[src/rtl/vse_pkg.sv]
package vse_pkg;

    // Event kinds carried on the input side band
    typedef enum logic [1:0] {
        MODE_FRAME = 2'd0,
        MODE_PUMP  = 2'd1,
        MODE_TICK  = 2'd2,
        MODE_CLEAR = 2'd3
    } mode_t;

    // Configuration register indexes
    typedef enum logic [2:0] {
        REG_COMP_THRESHOLD = 3'd0,
        REG_RISE_STEP      = 3'd1,
        REG_IDLE_DECAY     = 3'd2,
        REG_BRAKE_DECAY    = 3'd3,
        REG_FLOOR          = 3'd4,
        REG_CEILING        = 3'd5,
        REG_BRAKE_CEILING  = 3'd6,
        REG_RESPONSE_ID    = 3'd7
    } reg_idx_t;

    localparam int COUNTER_BITS_DEF = 4;
    localparam int ADDR_W           = 5;
    localparam int DATA_W           = 32;
    localparam int S_TDATA_W        = 40;
    localparam int M_TDATA_W        = 56;

    localparam logic [10:0] BRAKE_FRAME_ID   = 11'h20A;
    localparam logic [10:0] TRIGGER_FRAME_ID = 11'h318;
    localparam logic [1:0]  BRAKE_RELEASED   = 2'b01;

    localparam logic [15:0] RST_COMP_THRESHOLD = 16'd50000;
    localparam logic [15:0] RST_RISE_STEP      = 16'd262;
    localparam logic [15:0] RST_IDLE_DECAY     = 16'd65;
    localparam logic [15:0] RST_BRAKE_DECAY    = 16'd131;
    localparam logic [15:0] RST_FLOOR          = 16'd22281;
    localparam logic [15:0] RST_CEILING        = 16'd34078;
    localparam logic [15:0] RST_BRAKE_CEILING  = 16'd28835;
    localparam logic [10:0] RST_RESPONSE_ID    = 11'h556;

endpackage

[src/rtl/vacuum_sensor_emulator.sv]
// Brake-booster vacuum sensor emulator.
// Input channel (s_*): one transaction per event; s_tuser holds the event
// kind (received frame, pump sample, transmit tick, bus error clear) and
// s_tdata the frame id, first frame byte, pump sample and mailbox flag.
// Output channel (m_*): exactly one transaction per input event, carrying
// the vacuum level (DAC drive), pump level, status byte, checksum byte and
// sticky send fault; m_tuser flags an emitted status frame. Status and
// checksum read zero when no frame goes out.
// Configuration: APB port, eight 32-bit registers at byte address 4*index,
// writes complete in the access cycle, pready tied high.
// Flow: an event is registered in the input register on acceptance and
// its result moves into the output register once that register is empty
// or being drained. Throughput: one event per cycle while the receiver
// keeps up, set by the single update path (add, subtract, two clamps, byte
// checksum) between the input register and the output register.
// Reset: all state clears to zero, configuration returns to its defaults,
// both stages empty. When the receiver stalls, the output register holds
// its result and the input register keeps taking one more event; after
// that s_tready drops until the output drains.
module vacuum_sensor_emulator #(
    parameter int COUNTER_BITS = vse_pkg::COUNTER_BITS_DEF
) (
    input  logic                          clk,
    input  logic                          rst_n,
    // s_tdata: frame_id[10:0], frame_first_byte[18:11], pump_sample[34:19],
    //          mailbox_free[35], zero fill[39:36]
    input  logic                          s_tvalid,
    output logic                          s_tready,
    input  logic [vse_pkg::S_TDATA_W-1:0] s_tdata,
    // s_tuser: mode[1:0]
    input  logic [1:0]                    s_tuser,
    // m_tdata: vacuum_level[15:0], pump_level[31:16], status_byte[39:32],
    //          checksum_byte[47:40], send_fault[48], zero fill[55:49]
    output logic                          m_tvalid,
    input  logic                          m_tready,
    output logic [vse_pkg::M_TDATA_W-1:0] m_tdata,
    // m_tuser: frame_valid[0]
    output logic                          m_tuser,
    input  logic                          psel,
    input  logic                          penable,
    input  logic                          pwrite,
    input  logic [vse_pkg::ADDR_W-1:0]    paddr,
    input  logic [vse_pkg::DATA_W-1:0]    pwdata,
    output logic [vse_pkg::DATA_W-1:0]    prdata,
    output logic                          pready
);
    import vse_pkg::*;

    // Configuration registers
    logic [15:0] thresh_reg;
    logic [15:0] rise_reg;
    logic [15:0] idle_decay_reg;
    logic [15:0] brake_decay_reg;
    logic [15:0] floor_reg;
    logic [15:0] ceiling_reg;
    logic [15:0] brake_ceiling_reg;
    logic [10:0] resp_id_reg;

    // Input stage
    logic        in_valid_reg;
    mode_t       in_mode_reg;
    logic [10:0] in_id_reg;
    logic [7:0]  in_byte_reg;
    logic [15:0] in_sample_reg;
    logic        in_mfree_reg;

    // Emulator state
    logic [15:0]             level_reg, level_next;
    logic [15:0]             pump_reg, pump_next;
    logic                    brake_reg, brake_next;
    logic                    comp_reg, comp_next;
    logic [COUNTER_BITS-1:0] cnt_reg, cnt_next;
    logic                    fault_reg, fault_next;

    // Output stage
    logic        out_valid_reg;
    logic        out_frame_reg, out_frame_next;
    logic [7:0]  out_status_reg, out_status_next;
    logic [7:0]  out_csum_reg, out_csum_next;
    logic [15:0] out_level_reg;
    logic [15:0] out_pump_reg;
    logic        out_fault_reg;

    logic        advance;
    logic        cfg_wr;
    reg_idx_t    cfg_idx;

    // Trigger path intermediates
    logic [15:0] rise_v;
    logic [15:0] decay_v;
    logic [15:0] ceil_v;
    logic [15:0] clamp_v;
    logic [15:0] floor_v;
    logic [7:0]  status_v;
    logic [3:0]  cnt_wide;

    //------------------------------------------------------------------
    // Configuration port
    //------------------------------------------------------------------
    assign pready  = 1'b1;
    assign cfg_wr  = psel && penable && pwrite && pready;
    assign cfg_idx = reg_idx_t'(paddr[ADDR_W-1:2]);

    always_ff @(posedge clk or negedge rst_n)
    begin
        if (!rst_n)
        begin
            thresh_reg        <= RST_COMP_THRESHOLD;
            rise_reg          <= RST_RISE_STEP;
            idle_decay_reg    <= RST_IDLE_DECAY;
            brake_decay_reg   <= RST_BRAKE_DECAY;
            floor_reg         <= RST_FLOOR;
            ceiling_reg       <= RST_CEILING;
            brake_ceiling_reg <= RST_BRAKE_CEILING;
            resp_id_reg       <= RST_RESPONSE_ID;
        end
        else if (cfg_wr)
        begin
            case (cfg_idx)
                REG_COMP_THRESHOLD: thresh_reg        <= pwdata[15:0];
                REG_RISE_STEP:      rise_reg          <= pwdata[15:0];
                REG_IDLE_DECAY:     idle_decay_reg    <= pwdata[15:0];
                REG_BRAKE_DECAY:    brake_decay_reg   <= pwdata[15:0];
                REG_FLOOR:          floor_reg         <= pwdata[15:0];
                REG_CEILING:        ceiling_reg       <= pwdata[15:0];
                REG_BRAKE_CEILING:  brake_ceiling_reg <= pwdata[15:0];
                REG_RESPONSE_ID:    resp_id_reg       <= pwdata[10:0];
                default:            ;
            endcase
        end
    end

    always_comb
    begin
        case (cfg_idx)
            REG_COMP_THRESHOLD: prdata = {16'd0, thresh_reg};
            REG_RISE_STEP:      prdata = {16'd0, rise_reg};
            REG_IDLE_DECAY:     prdata = {16'd0, idle_decay_reg};
            REG_BRAKE_DECAY:    prdata = {16'd0, brake_decay_reg};
            REG_FLOOR:          prdata = {16'd0, floor_reg};
            REG_CEILING:        prdata = {16'd0, ceiling_reg};
            REG_BRAKE_CEILING:  prdata = {16'd0, brake_ceiling_reg};
            REG_RESPONSE_ID:    prdata = {21'd0, resp_id_reg};
            default:            prdata = '0;
        endcase
    end

    //------------------------------------------------------------------
    // Handshake: the input stage moves on whenever the output register is
    // empty or being drained this cycle.
    //------------------------------------------------------------------
    assign advance  = in_valid_reg && (!out_valid_reg || m_tready);
    assign s_tready = !in_valid_reg || advance;

    always_ff @(posedge clk or negedge rst_n)
    begin
        if (!rst_n)
        begin
            in_valid_reg <= 1'b0;
        end
        else if (s_tready)
        begin
            in_valid_reg <= s_tvalid;
        end
    end

    always_ff @(posedge clk)
    begin
        if (s_tready && s_tvalid)
        begin
            in_mode_reg   <= mode_t'(s_tuser);
            in_id_reg     <= s_tdata[10:0];
            in_byte_reg   <= s_tdata[18:11];
            in_sample_reg <= s_tdata[34:19];
            in_mfree_reg  <= s_tdata[35];
        end
    end

    //------------------------------------------------------------------
    // Trigger update: rise, decay, ceiling clamp, then floor (floor wins)
    //------------------------------------------------------------------
    always_comb
    begin
        rise_v  = comp_reg ? (level_reg + rise_reg) : level_reg;
        decay_v = rise_v - (brake_reg ? brake_decay_reg : idle_decay_reg);
        ceil_v  = brake_reg ? brake_ceiling_reg : ceiling_reg;
        clamp_v = (decay_v > ceil_v) ? ceil_v : decay_v;
        floor_v = (clamp_v < floor_reg) ? floor_reg : clamp_v;
    end

    // Status byte carries the counter value before it steps
    assign cnt_wide = 4'(cnt_reg);
    assign status_v = {cnt_wide, 1'b0, 1'b1, comp_reg, brake_reg};

    //------------------------------------------------------------------
    // Per-event state update and result
    //------------------------------------------------------------------
    always_comb
    begin
        level_next      = level_reg;
        pump_next       = pump_reg;
        brake_next      = brake_reg;
        comp_next       = comp_reg;
        cnt_next        = cnt_reg;
        fault_next      = fault_reg;
        out_frame_next  = 1'b0;
        out_status_next = 8'd0;
        out_csum_next   = 8'd0;
        case (in_mode_reg)
            MODE_FRAME:
            begin
                if (in_id_reg == BRAKE_FRAME_ID)
                begin
                    brake_next = (in_byte_reg[3:2] != BRAKE_RELEASED);
                end
                if (in_id_reg == TRIGGER_FRAME_ID)
                begin
                    level_next = floor_v;
                end
            end
            MODE_PUMP:
            begin
                pump_next = {2'b00, in_sample_reg[15:2]};
                comp_next = (pump_next >= thresh_reg);
            end
            MODE_TICK:
            begin
                if (in_mfree_reg)
                begin
                    out_frame_next  = 1'b1;
                    out_status_next = status_v;
                    // Byte sum wraps modulo 256 in the 8-bit adder chain
                    out_csum_next   = resp_id_reg[7:0] + {5'd0, resp_id_reg[10:8]}
                                    + level_reg[7:0] + level_reg[15:8]
                                    + pump_reg[7:0] + pump_reg[15:8]
                                    + status_v;
                    cnt_next        = cnt_reg + COUNTER_BITS'(1);
                end
                else
                begin
                    fault_next = 1'b1;
                end
            end
            MODE_CLEAR:
            begin
                fault_next = 1'b0;
            end
            default: ;
        endcase
    end

    always_ff @(posedge clk or negedge rst_n)
    begin
        if (!rst_n)
        begin
            level_reg <= '0;
            pump_reg  <= '0;
            brake_reg <= 1'b0;
            comp_reg  <= 1'b0;
            cnt_reg   <= '0;
            fault_reg <= 1'b0;
        end
        else if (advance)
        begin
            level_reg <= level_next;
            pump_reg  <= pump_next;
            brake_reg <= brake_next;
            comp_reg  <= comp_next;
            cnt_reg   <= cnt_next;
            fault_reg <= fault_next;
        end
    end

    //------------------------------------------------------------------
    // Output register
    //------------------------------------------------------------------
    always_ff @(posedge clk or negedge rst_n)
    begin
        if (!rst_n)
        begin
            out_valid_reg <= 1'b0;
        end
        else if (!out_valid_reg || m_tready)
        begin
            out_valid_reg <= in_valid_reg;
        end
    end

    always_ff @(posedge clk)
    begin
        if (advance)
        begin
            out_frame_reg  <= out_frame_next;
            out_status_reg <= out_status_next;
            out_csum_reg   <= out_csum_next;
            out_level_reg  <= level_next;
            out_pump_reg   <= pump_next;
            out_fault_reg  <= fault_next;
        end
    end

    assign m_tvalid = out_valid_reg;
    assign m_tuser  = out_frame_reg;
    assign m_tdata  = {7'd0, out_fault_reg, out_csum_reg, out_status_reg,
                       out_pump_reg, out_level_reg};

    //------------------------------------------------------------------
    // Assertions
    //------------------------------------------------------------------
    // No frame emitted: status and checksum must read zero
    a_quiet_result: assert property (@(posedge clk) disable iff (!rst_n)
        (m_tvalid && !m_tuser) |-> (m_tdata[47:32] == 16'd0))
        else $error("status or checksum nonzero without a frame");

    // An emitted frame always carries the ok bit
    a_ok_bit: assert property (@(posedge clk) disable iff (!rst_n)
        (m_tvalid && m_tuser) |-> m_tdata[34])
        else $error("emitted frame without ok bit");

    // A tick that finds the mailbox busy leaves the send fault set
    a_fault_sticky: assert property (@(posedge clk) disable iff (!rst_n)
        (advance && (in_mode_reg == MODE_TICK) && !in_mfree_reg) |=> fault_reg)
        else $error("busy mailbox did not set send fault");

    // After a trigger the level never lies below the floor
    a_floor: assert property (@(posedge clk) disable iff (!rst_n)
        (advance && (in_mode_reg == MODE_FRAME) && (in_id_reg == TRIGGER_FRAME_ID))
        |=> (level_reg >= $past(floor_reg)))
        else $error("level below floor after trigger");

endmodule

[config.mk]
export PLATFORM = sky130hd
export DESIGN_NAME = vacuum_sensor_emulator
export DESIGN_NICKNAME = d
export VERILOG_FILES = /design/src/rtl/vse_pkg.sv /design/src/rtl/vacuum_sensor_emulator.sv
export SDC_FILE = /design/constraint.sdc
export NUM_CORES = 1
export LEC_CHECK = 0
export BUFFER_PORTS_ARGS = -buffer_cell sky130_fd_sc_hd__buf_4
export CORE_MARGIN = 2
export CORE_UTILIZATION = 60
export CTS_BUF_LIST = sky130_fd_sc_hd__clkbuf_16
export CTS_CLUSTER_SIZE = 10
export DETAILED_ROUTE_END_ITERATION = 16
export GPL_TIMING_DRIVEN = 1
export PLACE_DENSITY = 0.88
export SLEW_MARGIN = 20
export SYNTH_ARGS = -nofsm -noshare
export SYNTH_HDL_FRONTEND = slang
export SYNTH_SLANG_ARGS = --single-unit
[constraint.sdc]
create_clock -name clk -period 13.4 [get_ports clk]
set_input_delay 2.68 -clock clk [delete_from_list [all_inputs] [get_ports clk]]
set_output_delay 2.68 -clock clk [all_outputs]
set_load 0.005 [all_outputs]
==> results_dict.tcl, run 1 <==
set metrics [dict create \
    place_ws_ps 4410 \
    drc_errors 0 \
    synth_top_area_share_pct 21.6 \
    critPathBufInv 3 \
    cp_slowest_stage_delay_ps 470 \
    syn_area_sq_mm 0.0143 \
    antenna_left 0 \
    synth_edf_count 78 \
    area_delta_synth_final_pct 13.5 \
    design.core.area_sq_mm 0.0234 \
    num_io_pins 178 \
    hold-worst-slack_ps 433 \
    dp_hpwl_microns 27400 \
    clock-sinks 242 \
    outcome "complete, no violations" \
    grt_max_degree 60 \
    drtPass1Iterations 6 \
    path_max_fanout 28 \
    die_w_microns 158 \
    clock_path_buffers 3 \
    drv_slew 0 \
    place.port_buffers 122 \
    cts-root-buf "clkbuf_16" \
    grt_overflow_total 0 \
    grt_pass1_wl_microns 57600 \
    first_global_vias 10300 \
    synth_common_cells "150 x mux2_2, 123 x dfrtp_1, 106 x nand2_1" \
    antenna_found_initial 4 \
    ys_top_cells_by_area "dfrtp_1 22%, edfxtp_1 16%, mux2_2 12%, ha_1 8.0%, dfstp_2 7.5%" \
    yosysUniqueCellTypes 67 \
    cts_hold_buffers 0 \
    routed_wl_microns 38200 \
    cts_setup_buffers 0 \
    layout-drive-gt1-share_pct 28.3 \
    gp_congestion 0.954 \
    fin_area_sq_mm 0.0162 \
    async_reset_ff_share_pct 67.8 \
    maxCapViolCount 0 \
    critPathRequiredTime_ps 13670 \
    synthFlopType "dfrtp_1" \
    fin_nets 1543 \
    fin_ws_ps 4160 \
    die_h_microns 158 \
    fin_tns_setup_ps 0 \
    fp.dieArea_sq_mm 0.0251 \
    wl_per_cell_microns 22.7 \
    synth.avg_cell_area_sq_um 11.7 \
    setup_viol 0 \
    clkTransAtPathRegs_ps 60 \
    fin_crit_sh_pct 69.0 \
    finalHoldViolCount 0 \
    dpl_cell_area_sq_mm 0.0154 \
    rows 56 \
    synthMostInstantiatedCell "mux2_2" \
    slowest_stage "o21ai_0" \
    grt.total_usage_pct 30.7 \
    hp-class "reg -> reg" \
    cts_buffers 28 \
    synthCells 1219 \
    clk_latency_ps 550 \
    endpoint_kind "flop" \
    achievable-frequency_mhz 108 \
    cts_resized 0 \
    fin_skew_ps 14.2 \
    leakagePower_uw 0.00728 \
    critPathArrivalTime_ps 9510 \
    seq_area_frac_synth_pct 45.5 \
    drtIter0Drc 984 \
    p_total_uw 3040 \
    ir_drop_uv 99.2 \
    fillers 1679 \
    synth_largest_area_cell "dfrtp_1" \
    cts_tree "built" \
    relSlewSlack_pct 19.5 \
    ys_ff_latch 242 \
    cts_htree_levels 1 \
    cpLargestDelayFamily "compound AO/OA/AOI/OAI gates" \
    power_per_cell_area_mw_per_mm2 188 \
    yosysWarnings 0 \
    vias 10300 \
    viasPerCell 6.14 \
    crit_type "reg -> reg" \
    tightestPinTransition_ps 1200 \
    rsz0062_at_grt "false" \
    start_util_pct 61.0 \
    worst_setup_path_start_kind "flop" \
    min_period_ps 9240 \
]
-- layout by cell type (no fill, tap or decap), types with 3 or more instances in the layout --
master,synthesis,final
o21ai_0,78,78
inv_1,62,82
o22ai_1,4,4
o31ai_1,6,6
nor2b_1,9,9
nand2_1,106,106
and3_1,3,3
nand4_1,5,5
a221oi_1,5,5
edfxtp_1,78,78
nor2_1,49,48
o221ai_1,3,3
mux2_2,150,150
ha_1,91,91
xor2_1,15,15
nand2b_1,10,10
xnor2_1,27,27
mux4_2,13,13
o21a_1,6,6
o21bai_1,4,4
nor3_1,6,6
o21ai_1,14,14
mux2i_1,63,63
a31oi_1,3,3
or2_2,4,4
o211ai_1,4,4
dfstp_2,41,41
a211oi_1,7,7
conb_1,2,25
buf_4,27,136
or3_1,3,3
a21o_1,26,26
a21oi_1,47,47
a22o_1,4,4
fa_1,28,28
nand3_1,10,10
clkbuf_16,0,28
dfrtp_1,123,122
and2_1,12,12
-- through the flow --
step | std cells | utilization, %
after floorplan | 1242 | -
after global routing | 1679 | 69.3
after detailed placement | 1627 | 65.9
final | 1680 | 69.3
after global placement | 1627 | 65.8
after CTS | 1679 | 69.3
-- path summary, 6_finish.rpt --
kind	slack [ps]	startpoint	depth (start not counted)	end
setup reg to reg	4160	level_reg[0]	35	out_level_reg[2]
min in group asynchronous	2070	rst_n	1	brake_decay_reg[14]
hold reg to reg	430	in_byte_reg[2]	1	brake_reg
max in group asynchronous	9370	rst_n	3	brake_reg
setup / recovery	4160	level_reg[0]	35	out_level_reg[2]
hold / removal	430	in_byte_reg[2]	1	brake_reg
-- area by class of cell --
type                            count  area [sq um]  share of cell area [%]
Antenna cell                        1          2.50                  0.0154
Clock buffer                       28           701                    4.32
Clock inverter                     24           103                   0.633
Inverter                           62           233                    1.44
Multi-Input combinational cell    867          7250                    44.7
Sequential cell                   242          6500                    40.1
Tap cell                          319           399                    2.46
Timing Repair Buffer              137          1030                    6.37
-- report_power, final --
part	total [uW]	internal, uW	switching (uW)
clock network	667	374	292
registers	1020	911	112
logic	1350	607	743
-- per-layer routing --
| layer | up-vias | GRT usage, % | routed length [microns] |
|---|---|---|---|
| met2 | 566 | 48.7 | 17900 |
| met4 | 4 | 12.0 | 1430 |
| li1 | 4586 | - | - |
| met3 | 100 | 5.80 | 3700 |
| met1 | 5062 | 42.1 | 15000 |
| met5 | - | 0 | 25 |
-- cells by family (layout without fill, tap and decap cells) --
group,Yosys count,in the layout,synth area share (%)
buffers and inverters,133,251,4.38
adder cells (fa/ha/maj),119,119,11.9
AND/OR/NAND/NOR,226,226,7.17
AO/OA/AOI/OAI,228,228,9.99
XOR/XNOR,43,43,2.73
other,2,26,0.0526
multiplexers,226,226,18.3
flip-flops,242,242,45.5
(Power assumes the default switching activity.)
==> run 2, diff against run 1 <==
--- a/config.mk
+++ b/config.mk
@@ -7,12 +7,12 @@
 export LEC_CHECK = 0
 export BUFFER_PORTS_ARGS = -buffer_cell sky130_fd_sc_hd__buf_4
 export CORE_MARGIN = 2
-export CORE_UTILIZATION = 60
+export CORE_UTILIZATION = 59
 export CTS_BUF_LIST = sky130_fd_sc_hd__clkbuf_16
 export CTS_CLUSTER_SIZE = 10
 export DETAILED_ROUTE_END_ITERATION = 16
 export GPL_TIMING_DRIVEN = 1
-export PLACE_DENSITY = 0.88
+export PLACE_DENSITY = 0.87
 export SLEW_MARGIN = 20
 export SYNTH_ARGS = -nofsm -noshare
 export SYNTH_HDL_FRONTEND = slang
==> constraint.sdc (replaced) <==
create_clock -name clk -period 8.95 [get_ports clk]
set_input_delay 1.79 -clock clk [delete_from_list [all_inputs] [get_ports clk]]
set_output_delay 1.79 -clock clk [all_outputs]
set_load 0.005 [all_outputs]
==> run 2 against run 1 <==
  * Die area is 1.6% higher
  * Count of clock-buffer cells in the layout is the same
  * Total power rose by 51%
  * Clock power rose by 50%
  * Core utilization is 0.24 points lower
  * Cell area increased by 0.56%
  * Non-clock buffer count increased by 9
  * Via count fell by 1.2%
  * Combinational power rose by 52%
  * Global-route usage decreased by 1.6 points
  * Cell count up 0.48%
  * Largest power group unchanged
  * Highest routed layer is now met4
==> results_dict.tcl, run 2 (synthesis results as in run 1) <==
set metrics [dict create \
    outcome "complete, no violations" \
    hp-start "in_byte_reg[2]" \
    fin_skew_ps 16.0 \
    grt.total_usage_pct 29.1 \
    drtPass1Iterations 6 \
    worst_setup_path_start_kind "flop" \
    path_max_fanout 18 \
    tightestPinTransition_ps 1080 \
    maxCapViolCount 0 \
    place.port_buffers 122 \
    regArea_sq_mm 0.00650 \
    routed_wl_microns 36900 \
    achievable-frequency_mhz 116 \
    crit_path_start "rise_reg[0]" \
    grt_overflow_total 0 \
    die_w_microns 160 \
    area_delta_synth_final_pct 14.2 \
    num_io_pins 178 \
    wl_per_cell_microns 21.9 \
    cts_buffers 28 \
    start_util_pct 60.5 \
    fp.dieArea_sq_mm 0.0255 \
    grt_max_degree 91 \
    fillers 1676 \
    design.core.area_sq_mm 0.0236 \
    fin_ws_ps 359 \
    drtIter0Drc 969 \
    final_cell_mix "150 x mux2_2, 144 x buf_4, 122 x dfrtp_1, 105 x nand2_1, 91 x ha_1" \
    slowest_stage "dfrtp_1" \
    vias 10200 \
    multi_input_area_sq_mm 0.00726 \
    p_int_uw 2870 \
    drv_slew 0 \
    endpoint_kind "flop" \
    clock_power_share_pct 21.8 \
    fin_nets 1552 \
    leakagePower_uw 0.00732 \
    critPathArrivalTime_ps 8840 \
    crit_type "reg -> reg" \
    hp-class "reg -> reg" \
    layout-drive-gt1-share_pct 29.0 \
    pwr-share-comb_pct 44.7 \
    critPathRequiredTime_ps 9200 \
    hold-worst-slack_ps 426 \
    r2r-start "rise_reg[0]" \
    cp_slowest_stage_delay_ps 430 \
    clk_latency_ps 550 \
    finalHoldViolCount 0 \
    drc_errors 0 \
    clock_path_buffers 3 \
    rows 56 \
    dp_hpwl_microns 26800 \
    cts_tree "built" \
    place_ws_ps 428 \
    cts-root-buf "clkbuf_16" \
    die_h_microns 160 \
    p_sw_share_pct 37.3 \
    power_per_cell_area_mw_per_mm2 281 \
    fin_crit_sh_pct 96.0 \
    antenna_left 0 \
    seqPwrFrac_pct 33.5 \
    clock-sinks 242 \
    viasPerCell 6.04 \
    cts_htree_levels 1 \
    final_common_cell "mux2_2" \
    first_global_vias 10300 \
    min_period_ps 8590 \
    antenna_found_initial 0 \
    gp_congestion 0.929 \
    clkTransAtPathRegs_ps 60 \
    relSlewSlack_pct 27.6 \
    grt_pass1_wl_microns 57300 \
    p_sw_uw 1710 \
    ir_drop_uv 165 \
    setup_viol 0 \
    num_antenna_cells 0 \
]
## run 2: cell count changes in the layout (fill, tap and decap cells not counted), sizes merged
cell	change
diode	-1
inv	-2
buf	+9
clkinv	+2
## run 2: worst max-delay path, delay by kind of cell, from the launching register on
| kind | cells | cell delay [ps] |
|---|---|---|
| flops | 1 | 430 |
| buf+inv | 3 | 330 |
| simple gates | 6 | 1550 |
| xor+xnor | 2 | 400 |
| compound gates | 17 | 3490 |
| fa+ha+maj | 5 | 1540 |
| mux | 2 | 540 |
## run 2: worst paths after layout
path,endpoint,slack [ps],cells past startpoint
worst max register to register,out_level_reg[3],360,35
worst min-delay path,brake_reg,430,1
worst max-delay path,out_level_reg[3],360,35
max in group asynchronous,fault_reg,6150,2
min in group asynchronous,ceiling_reg[11],1330,1
worst min register to register,brake_reg,430,1
## run 2: final cells by class
| cell class | instances | area share (%) |
|---|---|---|
| Multi-Input combinational cell | 867 | 44.5 |
| Tap cell | 319 | 2.45 |
| Clock buffer | 28 | 4.30 |
| Clock inverter | 24 | 0.629 |
| Sequential cell | 242 | 39.9 |
| Timing Repair Buffer | 146 | 6.82 |
| Inverter | 62 | 1.43 |
## run 2: stage by stage
stage                     setup TNS (ps)  total power, uW  util (%)  cells  cell area (sq um)
after detailed placement               0             3540      65.6   1636              15500
after CTS                              0             4570      69.0   1688              16300
final                                  0             4580      69.1   1688              16300
after floorplan                        0             2940         -   1242              14400
after global placement                 0             3450      65.6   1636              15500
after global routing               -26.1             4880      69.1   1688              16300
## run 2: routing by layer
layer	global-route usage, %	wire length [microns]
met5	0	0
met4	12.9	1840
met3	6.15	3560
met2	44.6	16500
met1	40.3	15100
## run 2: power by group through the flow
| stage | logic (uW) | registers [uW] | clock network, uW |
|---|---|---|---|
| floorplan | 1460 | 1480 | 0 |
| global placement | 1920 | 1530 | 0 |
| detailed placement | 2000 | 1540 | 0 |
| CTS | 2030 | 1530 | 1010 |
| global route | 2270 | 1550 | 1060 |
| finish | 2050 | 1530 | 999 |
## run 2: repair_timing
item                                    in CTS  in global routing
endpoints found under the hold margin        0                  0
setup buffers                                0                  0
hold buffers                                 0                  0
endpoints found under the setup margin       0                 16
resized for setup                            0                  3
